**src/hdl/pcc_pkg.sv**
```systemverilog
`default_nettype none

package pcc_pkg;

  localparam int COORD_BITS_DEF = 16;

  typedef enum logic [1:0] {
    VERDICT_CONVEX     = 2'd0,
    VERDICT_NOT_CONVEX = 2'd1,
    VERDICT_FEW        = 2'd2
  } verdict_t;

  // control that travels with one vertex down the pipe
  typedef struct packed {
    logic valid;
    logic last;
    logic few;  // polygon ends with fewer than three vertices
    logic en;   // the turn lanes carry real triples
  } ctl_t;

  localparam int LANES = 3;

endpackage

`default_nettype wire

```
**src/hdl/pcc_turn.sv**
```systemverilog
`default_nettype none

module pcc_turn #(
  parameter int COORD_BITS = pcc_pkg::COORD_BITS_DEF
) (
  input  wire logic                     clk,
  input  wire logic                     advance,
  input  wire logic signed [COORD_BITS:0] diff [4],
  output logic                          pos,
  output logic                          neg
);
  localparam int PW = 2 * COORD_BITS + 2;

  logic signed [PW-1:0] prod_a;
  logic signed [PW-1:0] prod_b;

  always_ff @(posedge clk) begin
    if (advance) begin
      prod_a <= PW'(diff[0]) * PW'(diff[1]);
      prod_b <= PW'(diff[2]) * PW'(diff[3]);
    end
  end

  assign pos = prod_a > prod_b;
  assign neg = prod_a < prod_b;

endmodule

`default_nettype wire

```
**config.mk**
```make
export PLATFORM = sky130hd
export DESIGN_NAME = pcc_turn
export DESIGN_NICKNAME = d
export VERILOG_FILES = /design/src/hdl/pcc_pkg.sv /design/src/hdl/pcc_turn.sv
export SDC_FILE = /design/constraint.sdc
export NUM_CORES = 2
export LEC_CHECK = 0
export ABC_AREA = 1
export BUFFER_PORTS_ARGS = -buffer_cell sky130_fd_sc_hd__buf_2
export CORE_MARGIN = 3
export CORE_UTILIZATION = 42
export CTS_CLUSTER_DIAMETER = 200
export CTS_CLUSTER_SIZE = 14
export DETAILED_ROUTE_END_ITERATION = 10
export GPL_TIMING_DRIVEN = 0
export MAX_ROUTING_LAYER = met4
export PLACE_DENSITY = 0.58
export SYNTH_ARGS = -nofsm -noshare
export SYNTH_HDL_FRONTEND = slang
export SYNTH_SLANG_ARGS = --single-unit
```
**constraint.sdc**
```tcl
create_clock -name clk -period 6.2 [get_ports clk]
set_clock_uncertainty 0.05 [all_clocks]
set_input_delay 0.62 -clock clk [delete_from_list [all_inputs] [get_ports clk]]
set_output_delay 0.62 -clock clk [all_outputs]
set_load 0.1 [all_outputs]
```
==> metrics.txt <==
Critical Path RT 6210 ps; vias 19,800; IO buf count 5; 1st-pass router iterations 5; ys async rst share 0; Post-Layout Cell Count 4,136; H-tree Lvls 3; class of the worst hold path in -> reg; Hold Startpoint diff[34]; GRT Overall Usage 0.222; post-synthesis sequential area ratio 0.0776; Die ar. 65,700 um^2; Max-cap violations 0; crit path DAT 6070 ps; antenna viol nets, final 0; Yosys reg bits 68; fmax 0.165 GHz; YS warnings 0; met2 Resource Use GR 0.346; time the worst path needs with I/O delays and setup 6060 ps; GR Overflow Total 0; Syn Area/Cell 8.05 um^2; final slew viol count 0; ant diodes 0; drt total wl 67,800 um; final hold vios 0; GRT met3 Usage 0.0379; Final GP Congestion 0.949; vias in the first global route 20,700; layout cell share with drive strength beyond 1 0.0700; die height 256 um; Num CTS Buffers 9; status completed; initial DRC count 1,552; met1 global-route usage 0.313; peak-usage layer in the global routing report met2; Rel. slew slack 0.405; first-pass GRT wire length 111,000 um; IO Pins 72; Clock Tree Buf Depth 2; clk sinks 68; Hold Buf Count CTS 0; Area Growth Syn to Fin 6.79%; Core Region 61,800 um^2; Post-Synthesis Cells 3,268; Crit. End Element register; post-synthesis adder-cell area fraction 0.548; critical path startpoint category input pin; main combinational cell family by area after synthesis adder cells; CTS tree yes; crit path max fanout 10; Simple-Gate Fraction of Synth Area 0.156; final setup violation count 0; # rows 91; initial antenna violation count 0; Critical Path Start diff[63]; post-synthesis compound-gate area fraction 0.0323; mean routed wirelength per cell 16.4 um; FILL cells 6,291; Crit Path Category in -> reg; Post-synth EDFFs 68; fin util 0.454; # DRC 0; Synth Flop Type edfxtp_1; HPWL after DPL 59,200 um; vias per cell 4.79; dpl cells 4,110; final setup TNS 0 ps; Tightest Pin Transition 892 ps; Netlist Area Pre-Place 26,300 um^2; count of different cell masters after synthesis 39; syn_nets 4,134; DP Worst Slack -972 ps; post-synthesis xor/xnor area fraction 0.0186; largest net degree at the start of global routing 69; Die X 256 um; mux cell area share after synthesis 0; clk root buf clkbuf_16; Tcrit/Tclk final 0.977; clock-pin slew on the worst setup and hold paths 50 ps; Initial Util 0.426; Nets 4,161; PnR worst setup slack 144 ps
==> final cells by class <==
cell class                      instances  area [um^2]  area share
Buffer                                133          788      0.0281
Multi-Input combinational cell       2024        19900       0.709
Timing Repair Buffer                   17          118     0.00419
Sequential cell                        68         2040      0.0727
Clock buffer                            9          225     0.00802
Clock inverter                          6         32.5     0.00116
Inverter                             1042         3920       0.139
Tap cell                              837         1050      0.0373
==> logic make-up (layout without fill, tap and decap cells) <==
group / Yosys count / count (layout)
buffers and inverters: 1176 / 1207
adders and majority gates: 796 / 796
and+or+nand+nor: 1027 / 1027
xor gates and xnor gates: 56 / 56
DFF: 68 / 68
AOI/OAI and AO/OA: 145 / 145
==> repair_timing <==
action | in CTS | in global routing
resized for setup | 107 | 195
pin swaps | 1 | 4
endpoints found under the setup margin | 39 | 36
cloned | 0 | 0
setup buffers | 0 | 12
==> path summary, 6_finish.rpt <==
check	end	slack, ps	cells after the start
hold / removal	prod_a[0]	800	3
setup / recovery	prod_a[24]	140	19
==> synth_stat cells, types with 3 or more instances <==
cell	instances	area share
inv_1	1033	0.15
nand2_1	797	0.11
fa_1	592	0.45
ha_1	204	0.097
clkbuf_1	132	0.019
nor2_1	112	0.016
edfxtp_1	68	0.078
a21oi_1	67	0.013
nand3_1	53	0.010
xor2_1	38	0.013
o21ai_0	30	0.0057
nand4_1	18	0.0043
xnor2_1	18	0.0060
a21o_1	11	0.0031
o21bai_1	11	0.0031
or2_2	11	0.0026
nor2_2	10	0.0024
nor3_1	7	0.0013
inv_2	6	0.00086
nand3_2	6	0.0023
a31oi_1	5	0.0012
a21boi_0	4	0.0011
a21oi_2	4	0.0013
nand2_2	4	0.00095
and3_1	3	0.00071
clkinv_1	3	0.00043
o21ai_1	3	0.00057
o21ai_2	3	0.0010
==> stage by stage <==
stage,hold slack (ps),area (um^2)
final,802,28100
after global routing,804,28100
after CTS,879,27800
after detailed placement,1230,27400
after global placement,1230,27400
after floorplan,682,26300
==> critical path: stages <==
cell	delay [ps]
clkbuf_2	280
buf_4	270
nand2_1	100
fa_1	530
inv_1	50
fa_1	580
fa_1	450
fa_1	470
fa_1	490
inv_1	50
fa_1	490
inv_1	40
ha_1	360
a21oi_1	270
o21ai_0	180
o21bai_1	310
a21oi_1	170
nand2_1	140
xor2_1	190
==> layer usage <==
metal / routed length (um) / share of wire / up-vias
li1: - / - / 9263
met2: 31200 / 0.46 / 573
met4: 990 / 0.015 / 0
met5: 0 / 0 / -
met1: 30600 / 0.45 / 9900
met3: 4980 / 0.073 / 72
==> cell usage in the layout, fill, tap and decap left out, types with 5 or more instances in the layout <==
cell       count
a21o_1        11
a21oi_1       64
a21oi_2        7
buf_2         10
buf_4         29
clkbuf_1       5
clkbuf_16      9
clkbuf_2      75
clkbuf_4      28
clkinv_2       5
edfxtp_1      68
fa_1         585
fa_2           7
ha_1         201
inv_1       1031
inv_2          7
nand2_1      797
nand3_1       53
nand3_2        6
nand4_1       18
nor2_1       107
nor2_2        14
nor3_1         7
o21ai_0       29
o21bai_1      11
or2_2         11
xnor2_1       18
xor2_1        38
==> registers in the layout, indices dropped and copies added, names as in the netlist <==
register	count
prod_b	34
prod_a	34
Power is left out: the tool's default activity adds up to more than one toggle a clock period on the data nets, which glitch-free logic cannot reach.
