$ cat src/hdl/pcc_pkg.sv
`default_nettype none

package pcc_pkg;

  localparam int COORD_BITS_DEF = 16;

  typedef enum logic [1:0] {
    VERDICT_CONVEX     = 2'd0,
    VERDICT_NOT_CONVEX = 2'd1,
    VERDICT_FEW        = 2'd2
  } verdict_t;

  // control that travels with one vertex down the pipe
  typedef struct packed {
    logic valid;
    logic last;
    logic few;  // polygon ends with fewer than three vertices
    logic en;   // the turn lanes carry real triples
  } ctl_t;

  localparam int LANES = 3;

endpackage

`default_nettype wire

$ cat src/hdl/pcc_front.sv
`default_nettype none

module pcc_front #(
  parameter int COORD_BITS = pcc_pkg::COORD_BITS_DEF
) (
  input  wire logic                         clk,
  input  wire logic                         rst,
  input  wire logic                         advance,
  input  wire logic                         in_valid,
  input  wire logic signed [COORD_BITS-1:0] in_x,
  input  wire logic signed [COORD_BITS-1:0] in_y,
  input  wire logic                         in_last,
  output pcc_pkg::ctl_t                     ctl,
  output logic signed [COORD_BITS:0]        diff [pcc_pkg::LANES][4]
);
  import pcc_pkg::*;

  localparam int CB = COORD_BITS;

  logic signed [CB-1:0] first_x, first_y, second_x, second_y;
  logic signed [CB-1:0] older_x, older_y, newer_x, newer_y;
  logic [1:0]           seen_count;
  logic [1:0]           seen_count_next;
  logic                 accept;
  logic signed [CB-1:0] px [LANES][3];
  logic signed [CB-1:0] py [LANES][3];
  logic signed [CB:0]   diff_next [LANES][4];

  assign accept = in_valid && advance;

  always_comb begin
    if (in_last) begin
      seen_count_next = 2'd0;
    end else if (seen_count == 2'd3) begin
      seen_count_next = 2'd3;
    end else begin
      seen_count_next = seen_count + 2'd1;
    end
  end

  // triples: (older,newer,v), (newer,v,first), (v,first,second)
  always_comb begin
    px[0][0] = older_x;  py[0][0] = older_y;
    px[0][1] = newer_x;  py[0][1] = newer_y;
    px[0][2] = in_x;     py[0][2] = in_y;
    px[1][0] = newer_x;  py[1][0] = newer_y;
    px[1][1] = in_x;     py[1][1] = in_y;
    px[1][2] = first_x;  py[1][2] = first_y;
    px[2][0] = in_x;     py[2][0] = in_y;
    px[2][1] = first_x;  py[2][1] = first_y;
    px[2][2] = second_x; py[2][2] = second_y;
    for (int i = 0; i < LANES; i++) begin
      diff_next[i][0] = {px[i][1][CB-1], px[i][1]} - {px[i][0][CB-1], px[i][0]};
      diff_next[i][1] = {py[i][2][CB-1], py[i][2]} - {py[i][1][CB-1], py[i][1]};
      diff_next[i][2] = {py[i][1][CB-1], py[i][1]} - {py[i][0][CB-1], py[i][0]};
      diff_next[i][3] = {px[i][2][CB-1], px[i][2]} - {px[i][1][CB-1], px[i][1]};
    end
  end

  always_ff @(posedge clk) begin
    if (rst) begin
      seen_count <= 2'd0;
      ctl        <= '0;
    end else if (advance) begin
      ctl.valid <= accept;
      ctl.last  <= in_last;
      ctl.few   <= seen_count < 2'd2;
      ctl.en    <= seen_count >= 2'd2;
      if (accept) begin
        seen_count <= seen_count_next;
      end
    end
  end

  always_ff @(posedge clk) begin
    if (accept) begin
      if (seen_count == 2'd0) begin
        first_x <= in_x;
        first_y <= in_y;
      end
      if (seen_count == 2'd1) begin
        second_x <= in_x;
        second_y <= in_y;
      end
      older_x <= newer_x;
      older_y <= newer_y;
      newer_x <= in_x;
      newer_y <= in_y;
    end
    if (advance) begin
      diff <= diff_next;
    end
  end

endmodule

`default_nettype wire

$ cat config.mk
export PLATFORM = sky130hd
export DESIGN_NAME = pcc_front
export DESIGN_NICKNAME = d
export VERILOG_FILES = /design/src/hdl/pcc_pkg.sv /design/src/hdl/pcc_front.sv
export SDC_FILE = /design/constraint.sdc
export NUM_CORES = 1
export LEC_CHECK = 0
export BUFFER_PORTS_ARGS = -buffer_cell sky130_fd_sc_hd__buf_2
export CORE_UTILIZATION = 40
export CTS_CLUSTER_DIAMETER = 80
export CTS_CLUSTER_SIZE = 12
export DETAILED_ROUTE_END_ITERATION = 16
export GPL_TIMING_DRIVEN = 0
export PLACE_DENSITY_LB_ADDON = 0.3
export SLEW_MARGIN = 30
export SYNTH_ARGS = -nofsm -noshare
export SYNTH_HDL_FRONTEND = slang
export SYNTH_SLANG_ARGS = --single-unit
$ cat constraint.sdc
create_clock -name clk -period 10.7 [get_ports clk]
set_clock_uncertainty 0.05 [all_clocks]
set_input_delay 2.675 -clock clk [delete_from_list [all_inputs] [get_ports clk]]
set_output_delay 2.675 -clock clk [all_outputs]
set_load 0.02 [all_outputs]
==> results of run 1 <==
## worst max-delay path: stages
cell and delay (ns):
buf_2 0.13, inv_1 0.05, ha_1 0.23, fa_1 0.44, nand2b_1 0.21, a21oi_1 0.21
o211ai_1 0.20, a311oi_1 0.61, o41ai_1 0.17, xnor2_1 0.17
## through the flow
| stage | hold slack, ns | instances | power [mW] | worst slack, ns | utilization |
|---|---|---|---|---|---|
| final | 0.438 | 2103 | 2.82 | 5.83 | 0.484 |
| after CTS | 0.441 | 2102 | 2.86 | 5.85 | 0.484 |
| after global placement | 0.407 | 2056 | 1.97 | 0.587 | 0.461 |
| after global routing | 0.451 | 2102 | 2.96 | 5.68 | 0.484 |
| after floorplan | 0.404 | 1308 | 1.78 | 4.94 | - |
| after detailed placement | 0.428 | 2063 | 1.98 | 5.28 | 0.464 |
## where the power goes
group | switching [mW] | total (mW) | leakage [nW] | internal [mW]
combinational | 0.389 | 0.647 | 4.95 | 0.258
sequential | 0.0391 | 1.31 | 2.57 | 1.27
clock | 0.380 | 0.861 | 0.360 | 0.481
## worst min path at each step
stage,start,to,cells past startpoint
2_1_floorplan,newer_x[0],older_x[0],0
3_3_place_gp,ctl[3],ctl[3],2
3_5_place_dp,newer_x[0],older_x[0],0
4_1_cts,newer_y[0],older_y[0],0
5_1_grt,newer_x[0],older_x[0],0
6_report,newer_x[0],older_x[0],0
## registers in the layout (all words and copies together) (netlist names)
signal and flops:
first_x 16, second_x 16, seen_count 2, diff 136, older_x 16, first_y 16, newer_y 16, older_y 16
second_y 16, newer_x 16, ctl 4
## layer usage
metal  GRT usage  up-vias
met5           0        -
met3      0.0272       55
met4      0.0502        0
li1            -     5211
met1       0.196     4899
met2       0.312      258
## cell families (layout without fill, tap and decap cells)
group	after synthesis	after routing
AO/OA/AOI/OAI	306	306
multiplexers	5	5
flip-flops	270	270
other	0	1
XOR/XNOR	88	88
buffers and inverters	264	554
adder cells (fa/ha/maj)	136	136
AND/OR/NAND/NOR	239	239
## placed cells by master (no fill, tap or decap), types with 7 or more instances in the layout
cell type  netlist  layout
buf_4           69      73
o211ai_1        13      13
nand2b_1        13      13
clkbuf_1         4      15
xor2_1          23      23
nand3_1         23      23
o21ai_1         21      21
nor3_1          22      21
o21ai_0         27      27
edfxtp_1       264     264
buf_2            0     243
a31oi_1          9       9
a2111oi_0        8       8
a21oi_1         88      88
inv_1          188     188
nand2_1         49      49
ha_1           128     128
a21o_1          34      34
o21a_1          16      16
xnor2_1         65      65
nor2_1          66      66
and3_1          13      12
a211oi_1         7       7
fa_1             8       8
a311oi_1         8       8
clkbuf_16        0      27
o21bai_1         9       9
nor2b_1         22      22
and2_1          11      11
## cell type report
type                    instances  area (um2)  area share
repair buffers                251        1340      0.0747
inverters                     189         712      0.0398
multi-input cells             774        5870       0.328
clock buffers                  38         717      0.0401
well taps                     504         631      0.0352
plain buffers                  75         548      0.0306
flip-flops and latches        270        8050       0.450
clock inverters                 1        30.0     0.00168
diodes                          1        2.50    0.000140
==> summary.txt, run 1 <==
largest net degree at the start of global routing -> 74
GRT overflow -> 0
Placed Instance Area -> 17,100 um2
EDFF count, synth -> 264
ranking of synthesized cells by area -> edfxtp_1, ha_1, inv_1, xnor2_1, buf_4
cell taking the most area after synthesis -> edfxtp_1
Hold-fix buffers, CTS -> 0
Pleak -> 7.87 nW
initial core utilization -> 0.410
FF-to-FF Start -> newer_x[0]
Relative slew margins -> 0.566
Sink Count -> 270
# port buffers -> 244
NumNets Final -> 1,760
clock buffer depth -> 3
post-synthesis net count -> 1,481
Die H -> 197 um
CP Capture Type -> flop
# fillers -> 3,374
total wire length -> 32.7 mm
P per Cell Area -> 158 nW/um2
Final min period -> 4.87 ns
Vias/cell -> 4.96
1st-iter DRT viols -> 386
fraction of layout cells with a size suffix above 1 -> 0.232
final setup vio count -> 0
full die area -> 38,700 um2
Post-Syn Instances -> 1,308
max-cap check violation count -> 0
Final ANT Viol Nets -> 0
Worst Setup Start Kind -> input pin
Worst setup startpoint -> in_x[0]
met2 routed WL -> 16.8 mm
synthesis-to-finish area growth -> 18.0%
status -> finished, final reports clean
compound-gate portion of the synthesized area -> 0.139
RSZ-0062 raised after global routing -> no
terminus of the critical flop-to-flop path -> diff[133]
critical path class -> input pin to flop
clk slew on worst S/H paths -> 0.06 ns
boundary pin count -> 245
antenna violations before repair -> 0
Synth Cell Area -> 15,200 um2
maximum clock frequency -> 0.206 GHz
register bit total from synthesis -> 270
mean post-synth cell area -> 11.6 um2
combinational family with the most area after synthesis -> compound AO/OA/AOI/OAI gates
fin crit share -> 0.455
simple-gate share of the synthesized area -> 0.0777
TritonRoute pass-1 iters -> 5
WL met1 -> 13.7 mm
Via Count -> 10.4k
crit path capture -> diff[133]
Max IR drop VDD -> 0.0982 mV
share of the yosys chip area belonging to registers -> 0.530
Synthesis Warnings -> 0
crit-path max FO -> 5
Netlist cell types -> 71
async set or reset register ratio after synthesis -> 0
CTS tree -> done
adder-cell share of the synthesized area -> 0.116
worst slew pin tran -> 0.634 ns
Post-synth top cells -> edfxtp_1, inv_1, ha_1
Synth top area share -> 0.523
Clock Root Buffer -> clkbuf_16
Num CTS Buffers -> 26
count leader, synth -> edfxtp_1
overall routing resource usage -> 0.168
post-synthesis mux area share -> 0.00330
endpoints failing hold -> 0
met3 wire len -> 1.48 mm
setup TNS -> 0 ns
Final Max Tran Viols -> 0
Highest Signal Layer -> met4
H-tree Lvls -> 1
post-CTS setup buffer count -> 0
Die W -> 197 um
Hold Path Class -> flop to flop
vias in the first global route -> 10.4k
Std-Cell Core Area -> 37,000 um2
DP HPWL -> 25.1 mm
Worst Path Arrival -> 5.08 ns
Worst EP required -> 10.92 ns
Rows -> 70
DR WL/cell -> 15.6 um
drt drc -> 0
first-pass GRT wire length -> 51.7 mm
routability cong. -> 0.902
r2r setup slk -> 7.73 ns
most used flip-flop cell after synthesis -> edfxtp_1
Synth Area in XOR/XNOR -> 0.0508
worst reg2reg path depth -> 8
Clock Latency Late Sink -> 0.54 ns
Design Area, Final -> 17,900 um2
CTS resizes -> 0
Power figures use the tool's default switching activity.
==> inputs of run 2 (changes only) <==
ABC_AREA = 1   (was unset)
clock period = 5.1 ns   (was 10.7 ns; I/O delays follow)
==> summary.txt, run 2 <==
status -> finished, final reports clean
drt drc -> 0 (unchanged)
Hold-fix buffers, CTS -> 0 (unchanged)
Synthesis Warnings -> 0 (unchanged)
total wire length -> 38.6 mm (+18%)
Worst Setup Start Kind -> input pin
DP HPWL -> 31.2 mm (+24%)
most numerous cell on the critical path -> buf_16
DR WL/cell -> 13.2 um (-15%)
Setup WS post-layout -> 2.20 ns (-3.63 ns)
overall routing resource usage -> 0.180 (+0.0123)
dpl cells -> 2,882 (+40%)
largest net degree at the start of global routing -> 62 (-16%)
crit-path max FO -> 61 (+56)
final setup vio count -> 0 (unchanged)
Die W -> 208 um (+5.7%)
post-synthesis net count -> 2,267 (+53%)
Clock Root Buffer -> clkbuf_16
cell taking the most area after synthesis -> edfxtp_1
crit path capture -> first_y[15]
WP depth -> 5 (-5)
H-tree Lvls -> 1 (unchanged)
async set or reset register ratio after synthesis -> 0 (unchanged)
Final Max Tran Viols -> 0 (unchanged)
Placed Instance Area -> 19,000 um2 (+11%)
initial core utilization -> 0.405 (-0.00569)
Final min period -> 2.90 ns
worst slack at placement -> 1.60 ns (-3.68 ns)
# port buffers -> 244 (unchanged)
synthesis-to-finish area growth -> 16.4%
Worst Path Arrival -> 3.10 ns (-1.98 ns)
full die area -> 43,300 um2 (+12%)
routability cong. -> 0.850 (-5.7%)
clock buffer depth -> 3 (unchanged)
EDFF count, synth -> 264 (unchanged)
ranking of synthesized cells by area -> edfxtp_1, nand2_1, inv_1, ha_1, buf_4
post-route insts no fill -> 2,924 (+39%)
endpoints failing hold -> 0 (unchanged)
Via Count -> 13.1k (+25%)
FF-to-FF Start -> first_y[0]
Netlist cell types -> 17 (-76%)
Rows -> 75 (+7.1%)
Synth top area share -> 0.467 (-0.0556)
count leader, synth -> nand2_1
Relative slew margins -> 0.570 (+0.00351)
critical path class -> input pin to flop
Worst setup startpoint -> advance
1st-iter DRT viols -> 555 (+44%)
worst slew pin tran -> 0.644 ns (+0.00960 ns)
Post-synth top cells -> nand2_1, inv_1, edfxtp_1
most frequent cells in the layout -> nand2_1, inv_1, edfxtp_1
Num CTS Buffers -> 27 (+3.8%)
Sink Count -> 270 (unchanged)
most common cell after layout, fill and taps aside -> nand2_1
max reg flops -> 136 (unchanged)
r2r setup slk -> 2.98 ns (-4.75 ns)
P per Cell Area -> 301 nW/um2 (+91%)
GRT overflow -> 0 (unchanged)
post-CTS setup buffer count -> 0 (unchanged)
CTS tree -> done
TritonRoute pass-1 iters -> 5 (unchanged)
max incr delay on CP -> 0.62 ns (about the same)
first-pass GRT wire length -> 62.0 mm (+20%)
Post-Syn Instances -> 2,094 (+60%)
Final ANT Viol Nets -> 0 (unchanged)
fraction of layout cells with a size suffix above 1 -> 0.148 (-0.0830)
max-cap check violation count -> 0 (unchanged)
Synth Cell Area -> 17,000 um2 (+12%)
most used flip-flop cell after synthesis -> edfxtp_1
RSZ-0062 raised after global routing -> no
maximum clock frequency -> 0.345 GHz
Std-Cell Core Area -> 41,900 um2 (+13%)
crit-path cells -> buf_8 > buf_16 > nand2_1 > nor2_4 > buf_16
Vias/cell -> 4.47 (-9.9%)
antenna violations before repair -> 0 (unchanged)
Worst EP required -> 5.30 ns (-5.62 ns)
mean post-synth cell area -> 8.11 um2 (-30%)
fin crit share -> 0.568
CP Capture Type -> flop
Clock Latency Late Sink -> 0.55 ns (about the same)
CTS resizes -> 0 (unchanged)
Pleak -> 10.9 nW (+38%)
worst reg2reg path depth -> 11 (+3)
family with the most delay on the worst path -> simple AND/OR/NAND/NOR gates
worst path bufs/invs -> 3 (+1)
clk slew on worst S/H paths -> 0.06 ns (about the same)
Die H -> 208 um (+5.7%)
Largest Register -> diff
share of the yosys chip area belonging to registers -> 0.474 (-0.0565)
Max IR drop VDD -> 0.213 mV (+120%)
Design Area, Final -> 19,800 um2 (+10%)
terminus of the critical flop-to-flop path -> diff[29]
Hold Path Class -> flop to flop
vias in the first global route -> 12.3k (+17%)
register bit total from synthesis -> 270 (unchanged)
setup TNS -> 0 ns (unchanged)
Crit-path slowest cell -> nor2_4
boundary pin count -> 245 (unchanged)
NumNets Final -> 2,545 (+45%)
## run 2: routing by layer
metal	wire, um	vias to the layer above	GRT usage
met3	1700	48	0.0258
met5	0	-	0
met1	17000	5829	0.219
met4	762	0	0.0450
met2	19100	258	0.331
li1	-	6921	-
## run 2: worst min path at each step
stage             startpoint  slack [ns]             to  cells after the start
2_1_floorplan  seen_count[0]        0.40  seen_count[0]                      2
3_3_place_gp          ctl[2]        0.40         ctl[2]                      2
3_5_place_dp          ctl[1]        0.41         ctl[1]                      2
4_1_cts               ctl[1]        0.42         ctl[1]                      2
5_1_grt               ctl[1]        0.45         ctl[1]                      2
6_report              ctl[1]        0.42         ctl[1]                      2
## run 2: metrics by stage
stage,total power [mW],util,hold slack [ns]
2_1_floorplan,3.76,-,0.397
5_1_grt,6.30,0.471,0.448
4_1_cts,6.06,0.471,0.420
3_3_place_gp,4.21,0.450,0.397
3_5_place_dp,4.22,0.454,0.410
6_report,5.96,0.471,0.423
## run 2: power by group
| group | switching [mW] | total, mW | internal, mW |
|---|---|---|---|
| clock | 0.826 | 1.79 | 0.966 |
| sequential | 0.0787 | 2.74 | 2.66 |
| combinational | 0.917 | 1.42 | 0.508 |
| total | 1.82 | 5.96 | 4.13 |
## run 2: logic make-up after synthesis
logic type	after synthesis	share of synthesized area
simple gates	962	0.224
compound gates	85	0.0251
fa+ha+maj	136	0.104
xor+xnor	56	0.0289
flops	270	0.474
buf+inv	585	0.144
## run 2: worst min-delay path, stage by stage (launching register included)
cell,delay (ns)
dfxtp_1,0.31
nand2_1,0.06
a21oi_1,0.06
## run 2: layout make-up
class | instances | area [um2]
clock buffer | 38 | 717
buffer | 68 | 510
tap | 539 | 674
timing repair buffer | 249 | 1360
fill | 4067 | 22200
inverter | 517 | 1940
multi-input combinational | 1239 | 6500
clock inverter | 3 | 20.0
sequential | 270 | 8050
antenna | 1 | 2.50
