## src/hdl/pcc_pkg.sv

```systemverilog
`default_nettype none

package pcc_pkg;

  localparam int COORD_BITS_DEF = 16;

  typedef enum logic [1:0] {
    VERDICT_CONVEX     = 2'd0,
    VERDICT_NOT_CONVEX = 2'd1,
    VERDICT_FEW        = 2'd2
  } verdict_t;

  // control that travels with one vertex down the pipe
  typedef struct packed {
    logic valid;
    logic last;
    logic few;  // polygon ends with fewer than three vertices
    logic en;   // the turn lanes carry real triples
  } ctl_t;

  localparam int LANES = 3;

endpackage

`default_nettype wire

```

## src/hdl/pcc_if.sv

```systemverilog
`default_nettype none


interface pcc_verdict_if;
  logic             valid;
  logic             ready;
  pcc_pkg::verdict_t verdict;

  modport source (output valid, verdict, input ready);
  modport sink (input valid, verdict, output ready);
endinterface

`default_nettype wire

```

## src/hdl/pcc_verdict.sv

```systemverilog
`default_nettype none

module pcc_verdict (
  input  wire logic           clk,
  input  wire logic           rst,
  input  wire pcc_pkg::ctl_t  ctl_in,
  input  wire logic           pos [pcc_pkg::LANES],
  input  wire logic           neg [pcc_pkg::LANES],
  output logic                advance,
  pcc_verdict_if.source       res
);
  import pcc_pkg::*;

  ctl_t     ctl;
  logic     saw_positive;
  logic     saw_negative;
  logic     any_pos;
  logic     any_neg;
  logic     all_pos;
  logic     all_neg;
  verdict_t verdict_next;

  assign advance = !res.valid || res.ready;

  always_comb begin
    any_pos = 1'b0;
    any_neg = 1'b0;
    for (int i = 0; i < LANES; i++) begin
      if (i == 0 || ctl.last) begin
        any_pos = any_pos | pos[i];
        any_neg = any_neg | neg[i];
      end
    end
    all_pos = saw_positive || (ctl.en && any_pos);
    all_neg = saw_negative || (ctl.en && any_neg);
    if (ctl.few) begin
      verdict_next = VERDICT_FEW;
    end else if (all_pos && all_neg) begin
      verdict_next = VERDICT_NOT_CONVEX;
    end else begin
      verdict_next = VERDICT_CONVEX;
    end
  end

  always_ff @(posedge clk) begin
    if (rst) begin
      ctl          <= '0;
      saw_positive <= 1'b0;
      saw_negative <= 1'b0;
      res.valid    <= 1'b0;
    end else if (advance) begin
      ctl       <= ctl_in;
      res.valid <= ctl.valid && ctl.last;
      if (ctl.valid) begin
        saw_positive <= ctl.last ? 1'b0 : all_pos;
        saw_negative <= ctl.last ? 1'b0 : all_neg;
      end
    end
  end

  always_ff @(posedge clk) begin
    if (advance) begin
      res.verdict <= verdict_next;
    end
  end

endmodule

`default_nettype wire

```

## src/flat_wrapper.sv

```systemverilog
// flat-port wrapper written by rule: the top's interface ports become plain ports
module pcc_verdict_flat import pcc_pkg::*;
  (clk, rst, ctl_in, pos, neg, advance, res_valid, res_verdict, res_ready);
  pcc_verdict_if res_i ();
  input  wire logic clk;
  input  wire logic rst;
  input  wire pcc_pkg::ctl_t ctl_in;
  input  wire logic pos[pcc_pkg::LANES];
  input  wire logic neg[pcc_pkg::LANES];
  output logic advance;
  output wire logic [$bits(res_i.valid)-1:0] res_valid;
  output wire logic [$bits(res_i.verdict)-1:0] res_verdict;
  input wire logic [$bits(res_i.ready)-1:0] res_ready;
  assign res_valid = res_i.valid;
  assign res_verdict = res_i.verdict;
  assign res_i.ready = res_ready;
  pcc_verdict u_core (.clk(clk), .rst(rst), .ctl_in(ctl_in), .pos(pos), .neg(neg), .advance(advance), .res(res_i));
endmodule
```

## config.mk

```make
export PLATFORM = sky130hd
export DESIGN_NAME = pcc_verdict_flat
export DESIGN_NICKNAME = d
export VERILOG_FILES = /design/src/hdl/pcc_pkg.sv /design/src/hdl/pcc_if.sv /design/src/hdl/pcc_verdict.sv /design/src/flat_wrapper.sv
export SDC_FILE = /design/constraint.sdc
export NUM_CORES = 1
export LEC_CHECK = 0
export BUFFER_PORTS_ARGS = -buffer_cell sky130_fd_sc_hd__buf_2
export CELL_PAD_IN_SITES_DETAIL_PLACEMENT = 2
export CELL_PAD_IN_SITES_GLOBAL_PLACEMENT = 2
export CORE_MARGIN = 2
export CORE_UTILIZATION = 26
export CTS_CLUSTER_DIAMETER = 30
export DETAILED_ROUTE_END_ITERATION = 10
export PLACE_DENSITY = 0.83
export SLEW_MARGIN = 25
export SYNTH_ARGS = -nofsm -noshare
export SYNTH_HDL_FRONTEND = slang
export SYNTH_SLANG_ARGS = --single-unit
```

## constraint.sdc

```tcl
create_clock -name clk -period 2.4 [get_ports clk]
set_input_delay 0.24 -clock clk [delete_from_list [all_inputs] [get_ports clk]]
set_output_delay 0.24 -clock clk [all_outputs]
set_load 0.005 [all_outputs]
```

==> results of run 1 <==
==> kinds of logic (layout without fill, tap and decap cells) <==
| group | count (synthesis) | count (layout) | synth area share [%] |
|---|---|---|---|
| simple gates | 11 | 11 | 14.58 |
| flops | 9 | 9 | 54.24 |
| buf+inv | 1 | 20 | 3.051 |
| mux | 4 | 4 | 10.85 |
| compound gates | 8 | 8 | 17.29 |
==> power by group <==
group,internal [W],switching (W)
Combinational,0.0000157,0.0000125
Clock,0.0000641,0.0000531
Sequential,0.000161,0.00000582
==> layout make-up <==
type	instances	area, um2	area share [%]
clock buffers	4	26.28	5.440
flip-flops and latches	9	200.2	41.45
well taps	15	18.77	3.886
repair buffers	16	80.08	16.58
multi-input cells	23	157.7	32.64
==> layer usage <==
| metal | GRT usage, % | routed length, um | vias to the layer above |
|---|---|---|---|
| li1 | - | - | 158 |
| met1 | 11.76 | 320 | 147 |
| met2 | 21.25 | 448 | 11 |
| met3 | 6.522 | 60 | 4 |
| met4 | 5.806 | 21 | 0 |
| met5 | 0 | 0 | - |
==> worst max-delay path: stages, from the launching register on <==
cell and delay (ps):
dfxtp_1 360, nand2b_4 130, buf_2 150
==> worst paths after layout <==
path	startpoint	slack (ps)	cells after the start	end
worst max-delay path	u_core.res.valid	1250	2	advance
worst min-delay path	rst	210	2	u_core.res.valid
worst max register to register	u_core.ctl[2]	1320	3	u_core.res.verdict[0]
worst min register to register	u_core.saw_negative	490	2	u_core.saw_negative
==> flip-flops by register name, indices dropped and copies added, names as in the netlist <==
signal / flops
u_core.saw_positive: 1
u_core.res.verdict: 2
u_core.saw_negative: 1
u_core.res.valid: 1
u_core.ctl: 4
==> cells in the final DEF (no fill, tap or decap), drive strengths merged, types with 2 or more instances in the layout <==
master  netlist  final
a21oi         2      2
a41oi         2      2
buf           1     16
clkbuf        0      4
dfxtp         7      7
edfxtp        2      2
mux2i         4      4
nor2          8      8
==> metrics by stage <==
step / total power, W / hold slack (ps) / utilization (%) / area, um2
4_1_cts: 0.0003170 / 212.0 / 36.66 / 483.0
5_1_grt: 0.0003309 / 232.5 / 36.66 / 483.0
3_5_place_dp: 0.0001985 / 479.0 / 34.66 / 456.7
3_3_place_gp: 0.0001976 / 462.7 / 34.66 / 456.7
2_1_floorplan: 0.0001822 / 309.1 / - / 369.1
6_report: 0.0003124 / 214.5 / 36.66 / 483.0
==> metrics.csv, run 1 <==
stage,metric,value,unit
status,status,completed,
pwr,PD cells,646.9,mW/mm2
clock_tree,clock-pin slew on the worst setup and hold paths,60,ps
floorplanning,Die ar.,0.001737,mm2
setup_path,critical path endpoint category,primary output,
sta,Final Cycle Share,47.93,%
routing,initial DRC count,5,
clock_tree,setup bufs post-CTS,0,
floorplanning,Starting Density,28.02,%
setup_path,CP startpoint kind,flop,
finish,share of cells above drive strength 1,40.38,%
setup_path,arrival time worst endpoint,910,ps
clock_tree,Skew-Pair Late Insertion Delay,260,ps
synthesis,synth top area cells,"dfxtp_1 (38%), edfxtp_1 (16%), mux2i_1 (11%)",
synthesis,"Top FF cell, synth",dfxtp_1,
sta,Final Hold Vio Count,0,
synthesis,"count leader, synth",nor2_1,
floorplanning,number of placed I/O pins,17,
finish,ant diodes,0,
global_route,grt ovf,0,
clock_tree,CTS root buf,clkbuf_4,
sta,worst slew pin tran,250.1,ps
global_route,gr usage total,12.26,%
clock_tree,cts repair resizes,0,
synthesis,largest area contributor in the netlist,dfxtp_1,
synthesis,Syn Area/Cell,11.18,um2
placed_design,GP Congestion,0.8218,
routing,Post-route DRC,0,
sta,RSZ-0062 raised after global routing,false,
synthesis,Post-Syn Nets,46,
placed_design,pre-CTS setup slack,1177,ps
global_route,vias in the first global route,335,
pwr,VDD IR max,0.2542,mV
setup_path,Worst Setup Path Type,reg -> out,
global_route,initial antenna violation count,0,
synthesis,Yosys top cell area share,37.97,%
finish,fillers,154,
synthesis,Post-synth EDFFs,2,
sta,Final TNS setup,0,ps
global_route,largest net degree at the start of global routing,12,
routing,vias after detailed routing,320,
clock_tree,hold_buf cts,0,
synthesis,Cells after Synth,33,
flow_run,# Max-Cap Violations,0,
routing,antenna violation net count after detailed routing,0,
floorplanning,num rows,13,
sta,Rel. slew slack,83.29,%
clock_tree,clk sinks,9,
routing,WL/cell,12.70,um
floorplanning,DIE HEIGHT,41.68,um
placed_design,dpl cells,63,
synthesis,most frequent cells after synthesis,"nor2_1 (8), dfxtp_1 (7), mux2i_1 (4)",
setup_path,CP max FO,11,
setup_path,CP Data Required Time,2160,ps
synthesis,Yosys cell types,14,
sta,post-route minimum period,1150,ps
sta,Max Fclk,0.8694,GHz
routing,drt pass-1 iters,3,
pwr,leakage power,0.2347,nW
routing,vias per inst,4.776,
floorplanning,CORE AREA,0.001318,mm2
sta,setup ws final,1250,ps
global_route,first-pass GRT wire length,1524,um
finish,P&R area growth vs syn,30.85,%
hold_path,HP Class,in -> reg,
routing,sum of routed wire length over all layers,851,um
finish,Final Instance Count excl. Fillers,67,
synthesis,"Cell Area, Synth",369.1,um2
synthesis,Yosys warnings,0,
sta,clk_skew,4.878,ps
clock_tree,CTS tree,yes,
synthesis,sequential fraction of the synthesis area,54.24,%
sta,endpoints failing setup,0,
clock_tree,CTS buffer count,3,
synthesis,synthesis-stage register bit count,9,
finish,fin nets,66,
clock_tree,clk buf depth,2,
sta,Max Slew Vio Count,0,
synthesis,Async SR Flop Fraction,0,%
floorplanning,chip width,41.68,um
clock_tree,H-Tree Level Count,1,
placed_design,PortBufs,16,
Note: power is estimated with default switching activity, not from simulation.
==> inputs of run 2 (changes only) <==
CORE_UTILIZATION = 24   (was 26)
PLACE_DENSITY = 0.78   (was 0.83)
clock period = 1.18 ns   (was 2.4 ns; I/O delays follow)
==> run 2 against run 1 <==
  * Global-route usage is 1.2 points lower
  * Wire length is 2.0% higher
  * Register-to-register slack worse by 1200 ps
  * Utilization is 3.2 points lower
  * Sequential power is 100% higher
  * Combinational power is 110% higher
  * Critical path depth is 1 higher
  * Setup slack worse by 1100 ps
  * Via count is 1.6% higher
  * Power is 100% higher
  * Non-clock buffer count is 1 higher
  * Clock skew is 4.2 ps lower
  * Critical endpoint is now u_core.res.verdict[0]
  * Largest power group unchanged
==> metrics.csv, run 2 (synthesized netlist as in run 1, its figures left out) <==
stage,metric,value,unit,change
setup_path,Reg2Reg Depth,3,,unchanged
floorplanning,Die ar.,0.001868,mm2,+7.5%
clock_tree,CTS buffer count,3,,unchanged
finish,FF+latch area,201.4,um2,+0.62%
clock_tree,cts repair resizes,0,,unchanged
pwr,P_sw,0.0001472,W,+110%
clock_tree,clk sinks,9,,unchanged
finish,most frequent cells in the layout,"buf_2 (16), nor2_1 (8), dfxtp_1 (6)",,
sta,endpoints failing setup,0,,unchanged
global_route,first-pass GRT wire length,1407,um,-7.7%
pwr,P_int,0.0004929,W,+100%
pwr,Comb pwr share,9.4,%,+0.4 points
routing,drt pass-1 iters,2,,-1
pwr,PD cells,1299,mW/mm2,+100%
clock_tree,clk buf depth,2,,unchanged
placed_design,dpl cells,65,,+3.2%
pwr,VDD IR max,0.5833,mV,+130%
routing,antenna violation net count after detailed routing,0,,unchanged
clock_tree,Skew-Pair Late Insertion Delay,260,ps,about the same
routing,vias per inst,4.710,,-1.4%
hold_path,Hold Crit Depth,2,,unchanged
sta,clk_skew,0.6851,ps,-4.193 ps
setup_path,RR Endpoint,u_core.res.verdict[0],,
clock_tree,hold_buf cts,0,,unchanged
sta,Final Cycle Share,90.38,%,
sta,post-route minimum period,1066,ps,
routing,Post-route DRC,0,,unchanged
finish,area of the multi-input gates,157.7,um2,unchanged
global_route,largest net degree at the start of global routing,12,,unchanged
hold_path,HP Class,in -> reg,,
finish,fin nets,67,,+1.5%
floorplanning,number of placed I/O pins,17,,unchanged
finish,Post-Layout Inst Area,493.0,um2,+2.1%
routing,initial DRC count,5,,unchanged
hold_path,hold endpoint,u_core.ctl[0],,
floorplanning,DIE HEIGHT,43.22,um,+3.7%
hold_path,min-delay src,rst,,
finish,max reg flops,4,,unchanged
placed_design,cell area after placement,465.4,um2,+1.9%
global_route,gr usage total,11.06,%,-1.2 points
clock_tree,CTS root buf,clkbuf_4,,
sta,Max Slew Vio Count,0,,unchanged
finish,biggest registers after layout,"u_core.ctl x4, u_core.res.verdict x2",,
finish,Final Instance Count excl. Fillers,69,,+3.0%
finish,fillers,184,,+19%
clock_tree,setup bufs post-CTS,0,,unchanged
finish,Top reg by flops,u_core.ctl,,
global_route,grt ovf,0,,unchanged
pwr,clock network power share,37.5,%,about the same
pwr,switch share,23.00,%,+0.15 points
setup_path,CP max FO,3,,-8
floorplanning,num rows,14,,+1
routing,sum of routed wire length over all layers,868,um,+2.0%
finish,share of cells above drive strength 1,43.40,%,+3.0 points
floorplanning,Starting Density,25.09,%,-2.9 points
setup_path,arrival time worst endpoint,1130,ps,+220 ps
routing,vias after detailed routing,325,,+1.6%
setup_path,critical path endpoint category,flop,,
flow_run,# Max-Cap Violations,0,,unchanged
clock_tree,CTS tree,yes,,
sta,worst slew pin tran,263.6,ps,+13.50 ps
finish,ant diodes,0,,unchanged
setup_path,Worst Setup Path Type,reg -> reg,,
status,status,completed,,
sta,Final TNS setup,0,ps,unchanged
clock_tree,clock-pin slew on the worst setup and hold paths,60,ps,about the same
sta,Max Fclk,0.9377,GHz,
floorplanning,CORE AREA,0.001471,mm2,+12%
placed_design,PortBufs,16,,unchanged
pwr,leakage power,0.2401,nW,+2.3%
sta,Final Hold Vio Count,0,,unchanged
floorplanning,chip width,43.22,um,+3.7%
placed_design,GP Congestion,0.6851,,-17%
finish,"most common cell after layout, fill and taps aside",buf_2,,
routing,WL/cell,12.58,um,-0.96%
sta,Rel. slew slack,82.24,%,-1.1 points
global_route,vias in the first global route,340,,+1.5%
finish,final core utilization,33.50,%,-3.2 points
sta,RSZ-0062 raised after global routing,false,,
global_route,initial antenna violation count,0,,unchanged
setup_path,CP Data Required Time,1250,ps,-910 ps
pwr,Reg power frac,53.1,%,-0.4 points
setup_path,CP startpoint kind,flop,,
finish,P&R area growth vs syn,33.56,%,
clock_tree,H-Tree Level Count,1,,unchanged
setup_path,flop2flop setup slack,110,ps,-1210 ps
placed_design,hpwl dp,678.5,um,
setup_path,RR Startpoint,u_core.ctl[2],,
## run 2: power by group through the flow
stage	Sequential, W	Combinational, W	Clock, W
final	0.000340	0.0000600	0.000240
after global routing	0.000341	0.0000674	0.000268
after CTS	0.000340	0.0000613	0.000254
after detailed placement	0.000347	0.0000611	0
after global placement	0.000346	0.0000588	0
after floorplan	0.000344	0.0000264	0
## run 2: how the worst max path moves through the flow
stage | startpoint | end | slack, ps | cells after the start
after floorplan | u_core.ctl[0] | u_core.res.verdict[0] | 200 | 3
after global placement | neg[2] | u_core.res.verdict[0] | 90 | 4
after detailed placement | neg[2] | u_core.res.verdict[0] | 40 | 4
after CTS | u_core.ctl[0] | u_core.res.verdict[0] | 40 | 3
after global routing | u_core.ctl[2] | u_core.res.verdict[0] | 20 | 3
final | u_core.ctl[2] | u_core.res.verdict[0] | 110 | 3
## run 2: area by class of cell
cell class / count / share of cell area [%]
flip-flops and latches: 9 / 40.86
multi-input cells: 23 / 31.98
repair buffers: 17 / 17.77
clock buffers: 4 / 5.330
well taps: 16 / 4.061
## run 2: metrics by stage
stage                     worst slack [ps]  power (W)  hold slack [ps]
final                                113.6  0.0006402            92.04
after global routing                 15.49  0.0006761            103.2
after CTS                            44.76  0.0006549            92.27
after detailed placement             44.58  0.0004076            368.2
after global placement               94.88  0.0004046            361.8
after floorplan                      200.2  0.0003706            187.1
## run 2: worst max-delay path, cell delays in order (launching register included)
cell	delay, ps
dfxtp_1	370
o21a_1	140
a21oi_1	80
a2111oi_2	290
## run 2: layer usage
| layer | routed length [um] | track usage, % | vias up |
|---|---|---|---|
| li1 | - | - | 161 |
| met1 | 320 | 9.399 | 154 |
| met2 | 470 | 20.00 | 10 |
| met3 | 78 | 7.660 | 0 |
| met4 | 0 | 3.636 | 0 |
| met5 | 0 | 0 | - |
==> inputs of run 3 (changes only) <==
CAP_MARGIN = 20   (was not set)
CORE_MARGIN = 10   (was 2)
==> run 3 against run 2 <==
  * Clock-buffer cell count unchanged
  * First-iteration DRC count down 100%
  * Cell count unchanged
  * Critical path type unchanged
==> metrics.csv, run 3 (synthesized netlist as in run 1, its figures left out) <==
stage,metric,value,unit,change
status,status,completed,,
setup_path,flop2flop setup slack,130,ps,+20 ps
sta,Final Cycle Share,88.93,%,-1.4 points
floorplanning,Starting Density,25.09,%,unchanged
pwr,VDD IR max,0.5809,mV,-0.41%
floorplanning,num rows,14,,unchanged
setup_path,CP Data Required Time,1260,ps,about the same
global_route,first-pass GRT wire length,1518,um,+7.9%
placed_design,PortBufs,16,,unchanged
finish,max reg flops,4,,unchanged
floorplanning,chip width,59.22,um,+37%
floorplanning,DIE HEIGHT,59.22,um,+37%
flow_run,# Max-Cap Violations,0,,unchanged
clock_tree,clk sinks,9,,unchanged
sta,Max Slew Vio Count,0,,unchanged
global_route,gr usage total,5.955,%,-5.1 points
routing,Post-route DRC,0,,unchanged
setup_path,arrival time worst endpoint,1130,ps,about the same
routing,sum of routed wire length over all layers,959,um,+10%
sta,Rel. slew slack,83.76,%,+1.5 points
pwr,leakage power,0.2399,nW,-0.11%
finish,P&R area growth vs syn,33.22,%,
sta,worst slew pin tran,243.1,ps,-20.48 ps
setup_path,RR Startpoint,u_core.ctl[0],,
routing,vias after detailed routing,326,,+0.31%
sta,endpoints failing setup,0,,unchanged
finish,fillers,177,,-3.8%
finish,share of cells above drive strength 1,41.51,%,-1.9 points
pwr,PD cells,1296,mW/mm2,-0.19%
routing,initial DRC count,0,,-5
global_route,vias in the first global route,343,,+0.88%
clock_tree,CTS tree,yes,,
finish,FF+latch area,200.2,um2,-0.62%
placed_design,hpwl dp,780.7,um,+15%
sta,Final TNS setup,0,ps,unchanged
finish,Top reg by flops,u_core.ctl,,
global_route,grt ovf,0,,unchanged
sta,RSZ-0062 raised after global routing,false,,
sta,Max Fclk,0.9529,GHz,+1.6%
setup_path,RR Endpoint,u_core.res.verdict[0],,
finish,most frequent cells in the layout,"buf_2 (16), nor2_1 (8), dfxtp_1 (7)",,
sta,post-route minimum period,1049,ps,-17.05 ps
routing,drt pass-1 iters,1,,-1
clock_tree,CTS root buf,clkbuf_4,,
sta,Final Hold Vio Count,0,,unchanged
sta,clk_skew,12.54,ps,+11.86 ps
finish,fin nets,67,,unchanged
setup_path,CP Launch Point,u_core.ctl[0],,
setup_path,Reg2Reg Depth,3,,unchanged
placed_design,GP Congestion,0.6892,,+0.60%
routing,WL/cell,13.90,um,+10%
setup_path,Worst Setup Path Type,reg -> reg,,
hold_path,HP Class,in -> reg,,
clock_tree,cts repair resizes,0,,unchanged
finish,biggest registers after layout,"u_core.ctl x4, u_core.res.verdict x2",,
clock_tree,clk buf depth,2,,unchanged
floorplanning,number of placed I/O pins,17,,unchanged
global_route,initial antenna violation count,0,,unchanged
clock_tree,setup bufs post-CTS,0,,unchanged
setup_path,CP Capture Point,u_core.res.verdict[0],,
clock_tree,CTS buffer count,3,,unchanged
global_route,largest net degree at the start of global routing,12,,unchanged
finish,ant diodes,0,,unchanged
clock_tree,clock-pin slew on the worst setup and hold paths,70,ps,about the same
routing,antenna violation net count after detailed routing,0,,unchanged
floorplanning,CORE AREA,0.001471,mm2,unchanged
setup_path,CP startpoint kind,flop,,
setup_path,CP max FO,5,,+2
routing,vias per inst,4.725,,+0.31%
sta,hold_ws,89.34,ps,-2.702 ps
floorplanning,Die ar.,0.003506,mm2,+88%
clock_tree,H-Tree Level Count,1,,unchanged
setup_path,critical path endpoint category,flop,,
finish,area of the multi-input gates,157.7,um2,unchanged
clock_tree,Skew-Pair Late Insertion Delay,260,ps,about the same
finish,"most common cell after layout, fill and taps aside",buf_2,,
clock_tree,hold_buf cts,0,,unchanged
## run 3: cell counts in the layout (fill, tap and decap cells not counted)
No cell type changed its count.
## run 3: how the worst min path moves through the flow
| stage | startpoint | endpoint | slack (ps) | cells past startpoint |
|---|---|---|---|---|
| after floorplan | rst | u_core.res.valid | 190 | 1 |
| after CTS | ctl_in[1] | u_core.ctl[1] | 90 | 3 |
| after global placement | ctl_in[3] | u_core.ctl[3] | 360 | 3 |
| after global routing | ctl_in[0] | u_core.ctl[0] | 100 | 3 |
| final | rst | u_core.ctl[1] | 90 | 2 |
| after detailed placement | ctl_in[3] | u_core.ctl[3] | 360 | 3 |
## run 3: per-layer routing
metal  global-route usage [%]  vias up  routed length (um)
met1                    4.958      150                 331
met3                    6.009        0                 105
met5                        0        -                   0
met4                   0.9836        0                   0
li1                         -      165                   -
met2                    9.955       11                 523
## run 3: final cells by class
cell class | instances | area share, %
clock buffers | 4 | 5.344
well taps | 16 | 4.071
flip-flops and latches | 9 | 40.71
multi-input cells | 23 | 32.06
repair buffers | 17 | 17.81
## run 3: report_power, final
part / switching (W) / total, W / internal [W]
Sequential: 0.0000113 / 0.000339 / 0.000328
Combinational: 0.0000253 / 0.0000594 / 0.0000341
Clock: 0.000109 / 0.000239 / 0.000130
Total: 0.000145 / 0.000637 / 0.000492
## run 3: per-stage QoR
step | area (um2) | utilization, % | setup slack [ps] | power [W] | cells
global placement | 465.4 | 31.63 | 94.37 | 0.0004052 | 65
global route | 491.7 | 33.42 | 22.96 | 0.0006752 | 69
CTS | 491.7 | 33.42 | 110.8 | 0.0006512 | 69
finish | 491.7 | 33.42 | 130.6 | 0.0006373 | 69
floorplan | 369.1 | - | 200.2 | 0.0003706 | 33
detailed placement | 465.4 | 31.63 | 68.24 | 0.0004073 | 65
## run 3: worst max-delay path, cell delays in order, from the launching register on
cell	delay, ps
dfxtp_1	400
o21a_1	140
a21oi_1	70
a2111oi_2	260
